[config.mk]
export PLATFORM = sky130hd
export DESIGN_NAME = double_ended_queue
export DESIGN_NICKNAME = d
export VERILOG_FILES = /design/src/rtl/core/deq_pkg.sv /design/src/rtl/core/deq_cell.sv /design/src/rtl/core/double_ended_queue.sv
export SDC_FILE = /design/constraint.sdc
export NUM_CORES = 1
export LEC_CHECK = 0
export BUFFER_PORTS_ARGS = -buffer_cell sky130_fd_sc_hd__buf_2
export CAP_MARGIN = 10
export CORE_MARGIN = 2
export CORE_UTILIZATION = 40
export CTS_BUF_LIST = sky130_fd_sc_hd__clkbuf_4
export DETAILED_ROUTE_END_ITERATION = 16
export MAX_ROUTING_LAYER = met4
export PLACE_DENSITY = 0.57
export SYNTH_ARGS = -nofsm -noshare
export SYNTH_HDL_FRONTEND = slang
export SYNTH_SLANG_ARGS = --single-unit
[constraint.sdc]
create_clock -name clk -period 10.3 [get_ports clk]
set_clock_uncertainty 0.2 [all_clocks]
set_input_delay 1.545 -clock clk [delete_from_list [all_inputs] [get_ports clk]]
set_output_delay 1.545 -clock clk [all_outputs]
set_load 0.05 [all_outputs]
[src/rtl/core/deq_pkg.sv]
// shared constants, codes and types for the double-ended queue
package deq_pkg;

	localparam int unsigned DEPTH      = 16;
	localparam int unsigned DATA_WIDTH = 32;
	localparam int unsigned CNT_W      = $clog2(DEPTH + 1);

	typedef logic [DATA_WIDTH-1:0] data_t;
	typedef logic [CNT_W-1:0]      count_t;
	typedef logic [1:0]            func_t;
	typedef logic [1:0]            status_t;

	localparam func_t OP_PUSH_BACK  = 2'd0;
	localparam func_t OP_PUSH_FRONT = 2'd1;
	localparam func_t OP_POP_BACK   = 2'd2;
	localparam func_t OP_POP_FRONT  = 2'd3;

	localparam status_t ST_DONE  = 2'd0;
	localparam status_t ST_EMPTY = 2'd1;
	localparam status_t ST_FULL  = 2'd2;

	localparam count_t DEPTH_CNT = count_t'(DEPTH);

	// one command per cycle, already gated by full, empty and the input stall
	typedef struct packed {
		logic add_back;
		logic add_front;
		logic drop_back;
		logic drop_front;
	} cmd_t;

endpackage

[src/rtl/core/deq_cell.sv]
// one storage cell of the queue, shifting with its neighbors
module deq_cell (
	input  logic          clk,
	input  logic          arst_n,
	input  deq_pkg::cmd_t cmd,
	input  deq_pkg::data_t push_value,
	input  logic          left_valid,
	input  deq_pkg::data_t left_data,
	input  logic          right_valid,
	input  deq_pkg::data_t right_data,
	output logic          valid,
	output deq_pkg::data_t data,
	output logic          last
);

	logic           valid_q;
	deq_pkg::data_t data_q;
	logic           fill_here;

	// the first free cell takes a push at the back
	assign fill_here = left_valid && !valid_q;
	assign last      = valid_q && !right_valid;

	always_ff @(posedge clk or negedge arst_n) begin
		if (!arst_n) begin
			valid_q <= 1'b0;
		end else if (cmd.add_front) begin
			valid_q <= left_valid;
		end else if (cmd.drop_front) begin
			valid_q <= right_valid;
		end else if (cmd.add_back && fill_here) begin
			valid_q <= 1'b1;
		end else if (cmd.drop_back && last) begin
			valid_q <= 1'b0;
		end
	end

	always_ff @(posedge clk) begin
		if (cmd.add_front) begin
			data_q <= left_data;
		end else if (cmd.drop_front) begin
			data_q <= right_data;
		end else if (cmd.add_back && fill_here) begin
			data_q <= push_value;
		end
	end

	assign valid = valid_q;
	assign data  = data_q;

endmodule

[src/rtl/core/double_ended_queue.sv]
// double-ended queue built as a row of shifting cells
// the result word is offered in the cycle after the input word is taken
// throughput: one operation per cycle while the result side keeps up
// front ops shift the row of cells by one place; back ops fill the first free cell or clear the last one
// reset: queue empty, no result pending; cell data is left uninitialized
module double_ended_queue (
	input  logic        clk,
	input  logic        arst_n,
	input  logic        in_valid,
	output logic        in_stall,
	input  logic [1:0]  func,
	input  logic signed [31:0] push_value,
	output logic        out_valid,
	input  logic        out_stall,
	output logic signed [31:0] front_value,
	output logic signed [31:0] back_value,
	output logic [4:0]  occupancy,
	output logic [1:0]  status
);

	localparam int unsigned N = deq_pkg::DEPTH;

	logic              accept;
	logic              full;
	logic              empty;
	deq_pkg::cmd_t     cmd;
	deq_pkg::status_t  status_d;
	deq_pkg::data_t    value_in;

	logic              out_valid_q;
	deq_pkg::status_t  status_q;
	deq_pkg::count_t   count_q;

	logic              cell_valid [N];
	deq_pkg::data_t    cell_data  [N];
	logic              cell_last  [N];
	deq_pkg::data_t    back_sel;

	// hold input while an unread result is blocked
	assign in_stall = out_valid_q && out_stall;
	assign accept   = in_valid && !in_stall;
	assign full     = (count_q == deq_pkg::DEPTH_CNT);
	assign empty    = (count_q == '0);
	assign value_in = deq_pkg::data_t'(push_value);

	always_comb begin
		cmd      = '0;
		status_d = deq_pkg::ST_DONE;
		case (func)
			deq_pkg::OP_PUSH_BACK: begin
				if (full) status_d = deq_pkg::ST_FULL;
				else      cmd.add_back = accept;
			end
			deq_pkg::OP_PUSH_FRONT: begin
				if (full) status_d = deq_pkg::ST_FULL;
				else      cmd.add_front = accept;
			end
			deq_pkg::OP_POP_BACK: begin
				if (empty) status_d = deq_pkg::ST_EMPTY;
				else       cmd.drop_back = accept;
			end
			deq_pkg::OP_POP_FRONT: begin
				if (empty) status_d = deq_pkg::ST_EMPTY;
				else       cmd.drop_front = accept;
			end
			default: begin
				cmd      = '0;
				status_d = deq_pkg::ST_DONE;
			end
		endcase
	end

	always_ff @(posedge clk or negedge arst_n) begin
		if (!arst_n) begin
			out_valid_q <= 1'b0;
			status_q    <= deq_pkg::ST_DONE;
			count_q     <= '0;
		end else begin
			if (accept) begin
				out_valid_q <= 1'b1;
				status_q    <= status_d;
			end else if (!out_stall) begin
				out_valid_q <= 1'b0;
			end
			if (cmd.add_back || cmd.add_front) begin
				count_q <= count_q + deq_pkg::count_t'(1);
			end else if (cmd.drop_back || cmd.drop_front) begin
				count_q <= count_q - deq_pkg::count_t'(1);
			end
		end
	end

	for (genvar i = 0; i < N; i++) begin : g_cell
		logic           lv;
		deq_pkg::data_t ld;
		logic           rv;
		deq_pkg::data_t rd;

		if (i == 0) begin : g_head
			assign lv = 1'b1;
			assign ld = value_in;
		end else begin : g_mid
			assign lv = cell_valid[i-1];
			assign ld = cell_data[i-1];
		end

		if (i == N - 1) begin : g_tail
			assign rv = 1'b0;
			assign rd = '0;
		end else begin : g_inner
			assign rv = cell_valid[i+1];
			assign rd = cell_data[i+1];
		end

		deq_cell u_cell (
			.clk         (clk),
			.arst_n      (arst_n),
			.cmd         (cmd),
			.push_value  (value_in),
			.left_valid  (lv),
			.left_data   (ld),
			.right_valid (rv),
			.right_data  (rd),
			.valid       (cell_valid[i]),
			.data        (cell_data[i]),
			.last        (cell_last[i])
		);
	end

	// exactly one cell is flagged last when the queue holds anything
	always_comb begin
		back_sel = '0;
		for (int i = 0; i < N; i++) begin
			back_sel = back_sel | (cell_data[i] & {deq_pkg::DATA_WIDTH{cell_last[i]}});
		end
	end

	assign out_valid   = out_valid_q;
	assign front_value = cell_valid[0] ? cell_data[0] : '0;
	assign back_value  = back_sel;
	assign occupancy   = count_q;
	assign status      = status_q;

	a_full_status: assert property (@(posedge clk) disable iff (!arst_n)
		(out_valid && status == deq_pkg::ST_FULL) |-> (occupancy == deq_pkg::DEPTH_CNT))
		else $error("push refused while not full");

	a_empty_status: assert property (@(posedge clk) disable iff (!arst_n)
		(out_valid && status == deq_pkg::ST_EMPTY) |-> (occupancy == '0))
		else $error("pop refused while not empty");

	a_empty_values: assert property (@(posedge clk) disable iff (!arst_n)
		(occupancy == '0) |-> (front_value == '0 && back_value == '0))
		else $error("empty queue shows nonzero values");

	a_count_cells: assert property (@(posedge clk) disable iff (!arst_n)
		(occupancy != '0) == cell_valid[0])
		else $error("count and head cell disagree");

endmodule
Word level (Yosys, flattened, before mapping)
Index checks and enable logic that the tools add are counted.

cells by class
  add/subtract/negate cells = 2
  $mul = 0
  div/mod/pow operators = 0
  magnitude comparators = 0
  equal/unequal tests = 5
  shift operators = 0
  muxes and demuxes = 126
  bitwise logic cells = 31
  reductions and logical operators = 105

operators with widths
  cell                   count
  $mux W32               49
  $and A32 B32 Y32       16
  $or A32 B32 Y32        15
  $mux W1                73
  $reduce_bool A4 Y1     16
  $logic_and A1 B1 Y1    49
  $reduce_bool A3 Y1     16
  $logic_not A1 Y1       17
  $mux W5                2
  $add A5 B1 Y5 const B  1
  $eq A5 B5 Y1 const B   1
  $logic_not A5 Y1       1
  $sub A5 B1 Y5 const B  1
  $eq A2 B2 Y1 const B   2
  $pmux W2 S2            1
  $reduce_or A2 Y1       2
  $eq A2 B1 Y1 const B   1
  $logic_not A2 Y1       1
  $logic_or A1 B1 Y1     2
  $mux W2                1
  $ne A2 B1 Y1 const B   1
  $reduce_bool A2 Y1     1

storage, ports and cells
  register bits = 536
  latch bits = 0
  bits in writable memories = 0
  bits in read-only memories = 0
  output and inout bits = 73
  word-level logic and storage cells = 304
  memories = 0

Depth between registers and ports, before layout
  depth in word-level cells = 18
  gate-level depth with buffers = 10
  depth with buffers taken out = 8

Cells and area by module
From an unflattened synthesis, not the netlist that was laid out.

second synthesis, totals
  cells, all modules = 2819
  area, all modules = 31336.3 um^2

by module, submodules not included
  module              times used  cells an instance  area an instance (um^2)
  deq_cell            16          149                1745.4
  double_ended_queue  1           435                3409.5

Least setup slack after synthesis
No wires, ideal clock.

  path type = input to register
  from = in in_valid
  to = reg g_cell[0].u_cell.data_q[0] (enable)
  setup time = 466 ps
  arrival time = 4870 ps
  required time = 9634 ps
  slack = 4764 ps
  cell stages on the path = 6
  cell sequence = a21bo_2 -> buf_2 -> a211oi_2 -> buf_2 -> inv_1 -> o21ai_0

between the ends
  longest elaborated chain between the ends = 5

RTL lines
  what                            line                                                text
  from (decl)                     double_ended_queue.sv:9                             input logic in_valid,
  $logic_and A1 B1 Y1 *           double_ended_queue.sv:41                            assign accept = in_valid && !in_stall;
  $mux W1                         double_ended_queue.sv:51, double_ended_queue.sv:55
  $mux W1                         double_ended_queue.sv:49                            case (func)
  $logic_and A1 B1 Y1             deq_cell.sv:43                                      end else if (cmd.add_back && fill_here) begin
  $reduce_bool A3 Y1 (no line) *  --
  to (signal assigned)            deq_cell.sv:40                                      data_q <= left_data;
  to (signal assigned)            deq_cell.sv:42                                      data_q <= right_data;
  to (signal assigned)            deq_cell.sv:44                                      data_q <= push_value;
  to (decl)                       deq_cell.sv:17                                      deq_pkg::data_t data_q;

Mark *: on every way between the ends. The rest lies on a longest branch, timed or not.
A chain may end at the register's enable or synchronous reset.

Final worst setup path
  from = reg g_cell[7].u_cell.valid_q
  to = out back_value[13]

between the ends
  longest elaborated chain between the ends = 13

RTL lines
  what                            line                       text
  from (decl)                     deq_cell.sv:16             logic valid_q;
  from (signal assigned)          deq_cell.sv:28             valid_q <= left_valid;
  from (signal assigned)          deq_cell.sv:30             valid_q <= right_valid;
  $logic_not A1 Y1                deq_cell.sv:22             assign last = valid_q && !right_valid;
  $logic_and A1 B1 Y1             deq_cell.sv:22
  $and A32 B32 Y32                double_ended_queue.sv:134  back_sel = back_sel | (cell_data[i] & {deq_pkg::DATA_WIDTH{cell_last[i]}});
  $or A32 B32 Y32                 double_ended_queue.sv:134
  $or A32 B32 Y32 * (9 in a row)  double_ended_queue.sv:134
  to (decl)                       double_ended_queue.sv:16   output logic signed [31:0] back_value,

Marked as above.

==> summary.txt <==
Run status
  • Status: finished, final reports clean

Synth
  • Adder-cell area share of the yosys netlist: 0.002154
  • Compound-Gate Fraction of Synth Area: 0.2964
  • Count of state elements after synthesis: 536
  • Number of enable-type register cells in the synthesized netlist: between 500 and 600
  • Synth cell types: 55
  • Area share of the largest cell type after synthesis: 0.5754
  • Top cells by count, synth: 512 x sky130_fd_sc_hd__edfxtp_1, 460 x sky130_fd_sc_hd__a221o_1, 127 x sky130_fd_sc_hd__a221oi_1
  • Combinational family with the most area after synthesis: compound AO/OA/AOI/OAI gates
  • Share of the yosys chip area belonging to registers: 0.5979
  • Synth warn: 0
  • Most used DFF post-synth: sky130_fd_sc_hd__edfxtp_1
  • Yosys top cell by area: sky130_fd_sc_hd__edfxtp_1
  • Fraction of registers with async set or reset after synthesis: 0.04478
  • Syn Inst Count: 1861
  • Mapped Avg Cell Area: 14.36 µm²
  • Post-Syn Area: 26720 µm²
  • Multiplexer area fraction after synthesis: 0.01386
  • Most instantiated library cell after synthesis: sky130_fd_sc_hd__edfxtp_1
  • Largest cells by area after synthesis: sky130_fd_sc_hd__edfxtp_1 58%, sky130_fd_sc_hd__a221o_1 17%, sky130_fd_sc_hd__a221oi_1 4.2%, sky130_fd_sc_hd__a22o_1 3.2%, sky130_fd_sc_hd__dfrtp_1 2.2%
  • Mapped Nets: roughly 1.9k
  • Fraction of synthesized cell area in xor and xnor cells: 0.001311
  • Simple-gate portion of the synthesized area: 0.03976

Setup path
  • Data arrival at the endpoint of the critical path: 3840 ps
  • Worst path buffer plus inverter count: 2
  • Type of origin of the critical path: flip-flop
  • Crit path largest cell delay: about 700 ps
  • Delay-heaviest family, CP: simple AND/OR/NAND/NOR gates
  • Cell Chain, Critical Path: nor2b_4 > buf_4 > a22o_1 > a221oi_1 > nand4_1 > buf_2
  • Maximum fanout along the worst path: 19
  • Cell with the biggest individual delay on the critical path: sky130_fd_sc_hd__dfrtp_1
  • CP required: 8560 ps
  • Category of the most critical setup path: flip-flop to primary output
  • Crit end category: primary output

Hold path
  • Worst min path class: flip-flop to flip-flop

Die
  • Die H: 262.5 µm
  • Area of the core region: 65980 µm²
  • Initial Utilization: 0.4050
  • Number of placed I/O pins: 111
  • Overall die area: 68880 µm²
  • DIE WIDTH: 262.5 µm
  • Number of placement rows: 94

Route
  • Total detailed-routing wirelength: 92150 µm
  • TritonRoute pass-1 iters: 6
  • Count of nets left with antenna violations after detail routing: 0
  • Total via count after detailed routing: between 20k and 25k
  • Final routed wire length divided by cell count: ~32 µm
  • DRC errors left: 0
  • Initial DRC count: 2990
  • Via density: roughly 7.1

Placement
  • Detailed Place HPWL: 49750 µm
  • Placer congestion estimate: 0.8324
  • # port buffers: 110
  • Minimum setup slack after placement: around 5500 ps

Clock network
  • Num CTS Buffers: between 100 and 150
  • Maximum number of buffers from clock root to sink: 3
  • Insertion delay of the later-clocked pin in the worst-skew pair: 1060 ps
  • TritonCTS clock tree: yes
  • Count of H-tree levels built during CTS: 4
  • Clock transition at path regs: 50 ps
  • Number of hold buffers added after CTS: 0
  • Post-cts repair resize count: 0
  • Count of clock tree sinks: 536
  • Post-CTS setup buffers: 0
  • CTS Root Cell: sky130_fd_sc_hd__clkbuf_4

Flow run
  • Count of maximum capacitance violations: 0

Final layout
  • Area used by multi-input combinational logic: 9734 µm²
  • Layout cell share with drive strength beyond 1: 0.2433
  • Layout area overhead: 11.23%
  • Fill cell total of the finished layout: 5966
  • Nets@finish: 1988
  • Area used by sequential logic in the layout: 15980 µm²

Global routing
  • Antenna violations before repair: 5
  • Total grt overflow: 0
  • Routing usage on met3: 0.07056
  • Met1 global-route usage: 0.3588
  • Highest-utilization routing layer at the global route stage: met2
  • GRT Resource Usage Total: 0.2690
  • Pin count of the biggest net entering global routing: ~210
  • Global-route wire length before repair: 134700 µm
  • GR Util met2: 0.3878
  • Number of global-route vias before repair: 19.97k

Power
  • Peak supply drop: 0.1562 mV
  • Pwr dens: approximately 270 nW/µm²
  • Leakage: around 10 nW

Timing
  • Total of endpoints with negative setup slack in the final report: 0
  • Final Cycle Share: 0.5419
  • Shortest period the worst path allows: 5581 ps
  • Worst hold slack across all endpoints: 264.1 ps
  • Max-slew violation total from the final report: 0
  • Setup repair after global routing missed its margin: no
  • Remaining max-slew budget at the tightest pin: 0.2446
  • Max Freq: 179.2 MHz
  • Final setup TNS: 0 ps
  • Final critical-path setup slack: 4719 ps
  • Worst-Margin Slew: 1133 ps
  • Hold violation total from the final report: 0
-- metal layers --
layer | vias up | part of all wire
li1 | 8482 | -
met1 | 10542 | 0.41
met2 | 1429 | 0.45
met3 | 225 | 0.11
met4 | 0 | 0.030
met5 | - | 0
-- logic make-up after synthesis --
kind of cell / after synthesis
and+or+nand+nor: 206
DFF: 536
adders and majority gates: 4
buffers and inverters: 244
xor gates and xnor gates: 4
AOI/OAI and AO/OA: 834
muxes: 33
-- stage by stage --
stage,cells,util,instance area [µm²],power [W]
3_5_place_dp,2659,0.4215,27810,0.005940
2_1_floorplan,1861,-,26720,0.004887
3_3_place_gp,2659,0.4215,27810,0.005917
5_1_grt,2915,0.4504,29720,0.008291
4_1_cts,2907,0.4501,29700,0.007991
6_report,2915,0.4504,29720,0.007998
-- worst register-to-register path, cell delays in order, from the launching register on --
cell and delay [ps]:
sky130_fd_sc_hd__dfrtp_2 930, sky130_fd_sc_hd__nor2b_4 280, sky130_fd_sc_hd__buf_4 640, sky130_fd_sc_hd__inv_1 210, sky130_fd_sc_hd__o21ai_4 790, sky130_fd_sc_hd__buf_4 580
-- where the power goes --
part	total [W]	internal, W	leakage, nW	switching (W)
sequential	0.00305	0.00274	5.06	0.000315
clock	0.00205	0.00108	1.11	0.000968
combinational	0.00290	0.000840	4.14	0.00206
-- final timing paths --
| kind | startpoint | to | slack (ps) | cells past startpoint |
|---|---|---|---|---|
| worst max-delay path | g_cell[7].u_cell.valid$_DFFE_PN0P_ | back_value[13] | 4720 | 6 |
| worst min-delay path | status[1]$_DFFE_PN0P_ | status[1]$_DFFE_PN0P_ | 260 | 2 |
| worst max register to register | g_cell[0].u_cell.valid$_DFFE_PN0P_ | g_cell[1].u_cell.data[31]$_DFFE_PP_ | 6260 | 5 |
| worst min register to register | status[1]$_DFFE_PN0P_ | status[1]$_DFFE_PN0P_ | 260 | 2 |
| max in group asynchronous | arst_n | g_cell[15].u_cell.valid$_DFFE_PN0P_ | 9190 | 1 |
| min in group asynchronous | arst_n | g_cell[0].u_cell.valid$_DFFE_PN0P_ | 290 | 1 |
-- sequential cells by signal, summed over array words and instances (netlist names) --
signal	flops
out_valid	1
g_cell.u_cell.valid	16
g_cell.u_cell.data	512
status	2
occupancy	5
-- cells in the final DEF (no fill, tap or decap), types with 3 or more instances in the layout --
master                       netlist  layout
sky130_fd_sc_hd__mux2_2           32      32
sky130_fd_sc_hd__a21oi_1           7       7
sky130_fd_sc_hd__ha_1              3       3
sky130_fd_sc_hd__o21ai_0          40      26
sky130_fd_sc_hd__a21boi_0          3       3
sky130_fd_sc_hd__a21boi_4         28      28
sky130_fd_sc_hd__edfxtp_1        512     512
sky130_fd_sc_hd__bufinv_16         0       5
sky130_fd_sc_hd__nand2_1          88      88
sky130_fd_sc_hd__clkinvlp_4        0       5
sky130_fd_sc_hd__a221oi_1        127     127
sky130_fd_sc_hd__nand3_1           8       8
sky130_fd_sc_hd__a21o_1           35      35
sky130_fd_sc_hd__xor2_1            3       3
sky130_fd_sc_hd__and3_1           11      11
sky130_fd_sc_hd__nor2_4            1       4
sky130_fd_sc_hd__and2_1           33      33
sky130_fd_sc_hd__buf_2           103     110
sky130_fd_sc_hd__o22ai_1          13      13
sky130_fd_sc_hd__inv_2             1       5
sky130_fd_sc_hd__a22o_1           99      99
sky130_fd_sc_hd__a221o_1         460     460
sky130_fd_sc_hd__diode_2           0       8
sky130_fd_sc_hd__o21ai_4           0      14
sky130_fd_sc_hd__inv_1            18      18
sky130_fd_sc_hd__nand4_1          32      32
sky130_fd_sc_hd__nor2_1            8       6
sky130_fd_sc_hd__buf_4            14      47
sky130_fd_sc_hd__nor2b_4           0      14
sky130_fd_sc_hd__dfrtp_1          24      22
sky130_fd_sc_hd__a21boi_2          4       4
sky130_fd_sc_hd__clkbuf_4          0     216
sky130_fd_sc_hd__a22oi_1           3       3
sky130_fd_sc_hd__clkinv_1          0      17
-- area by class of cell --
cell class | instances | share of cell area
sequential | 536 | 0.5376
multi-input combinational | 1081 | 0.3275
clock buffer | 216 | 0.05456
tap | 864 | 0.03637
timing repair buffer | 159 | 0.03174
clock inverter | 32 | 0.009135
inverter | 19 | 0.002400
antenna | 8 | 0.0006736
Power figures use the tool's default switching activity.
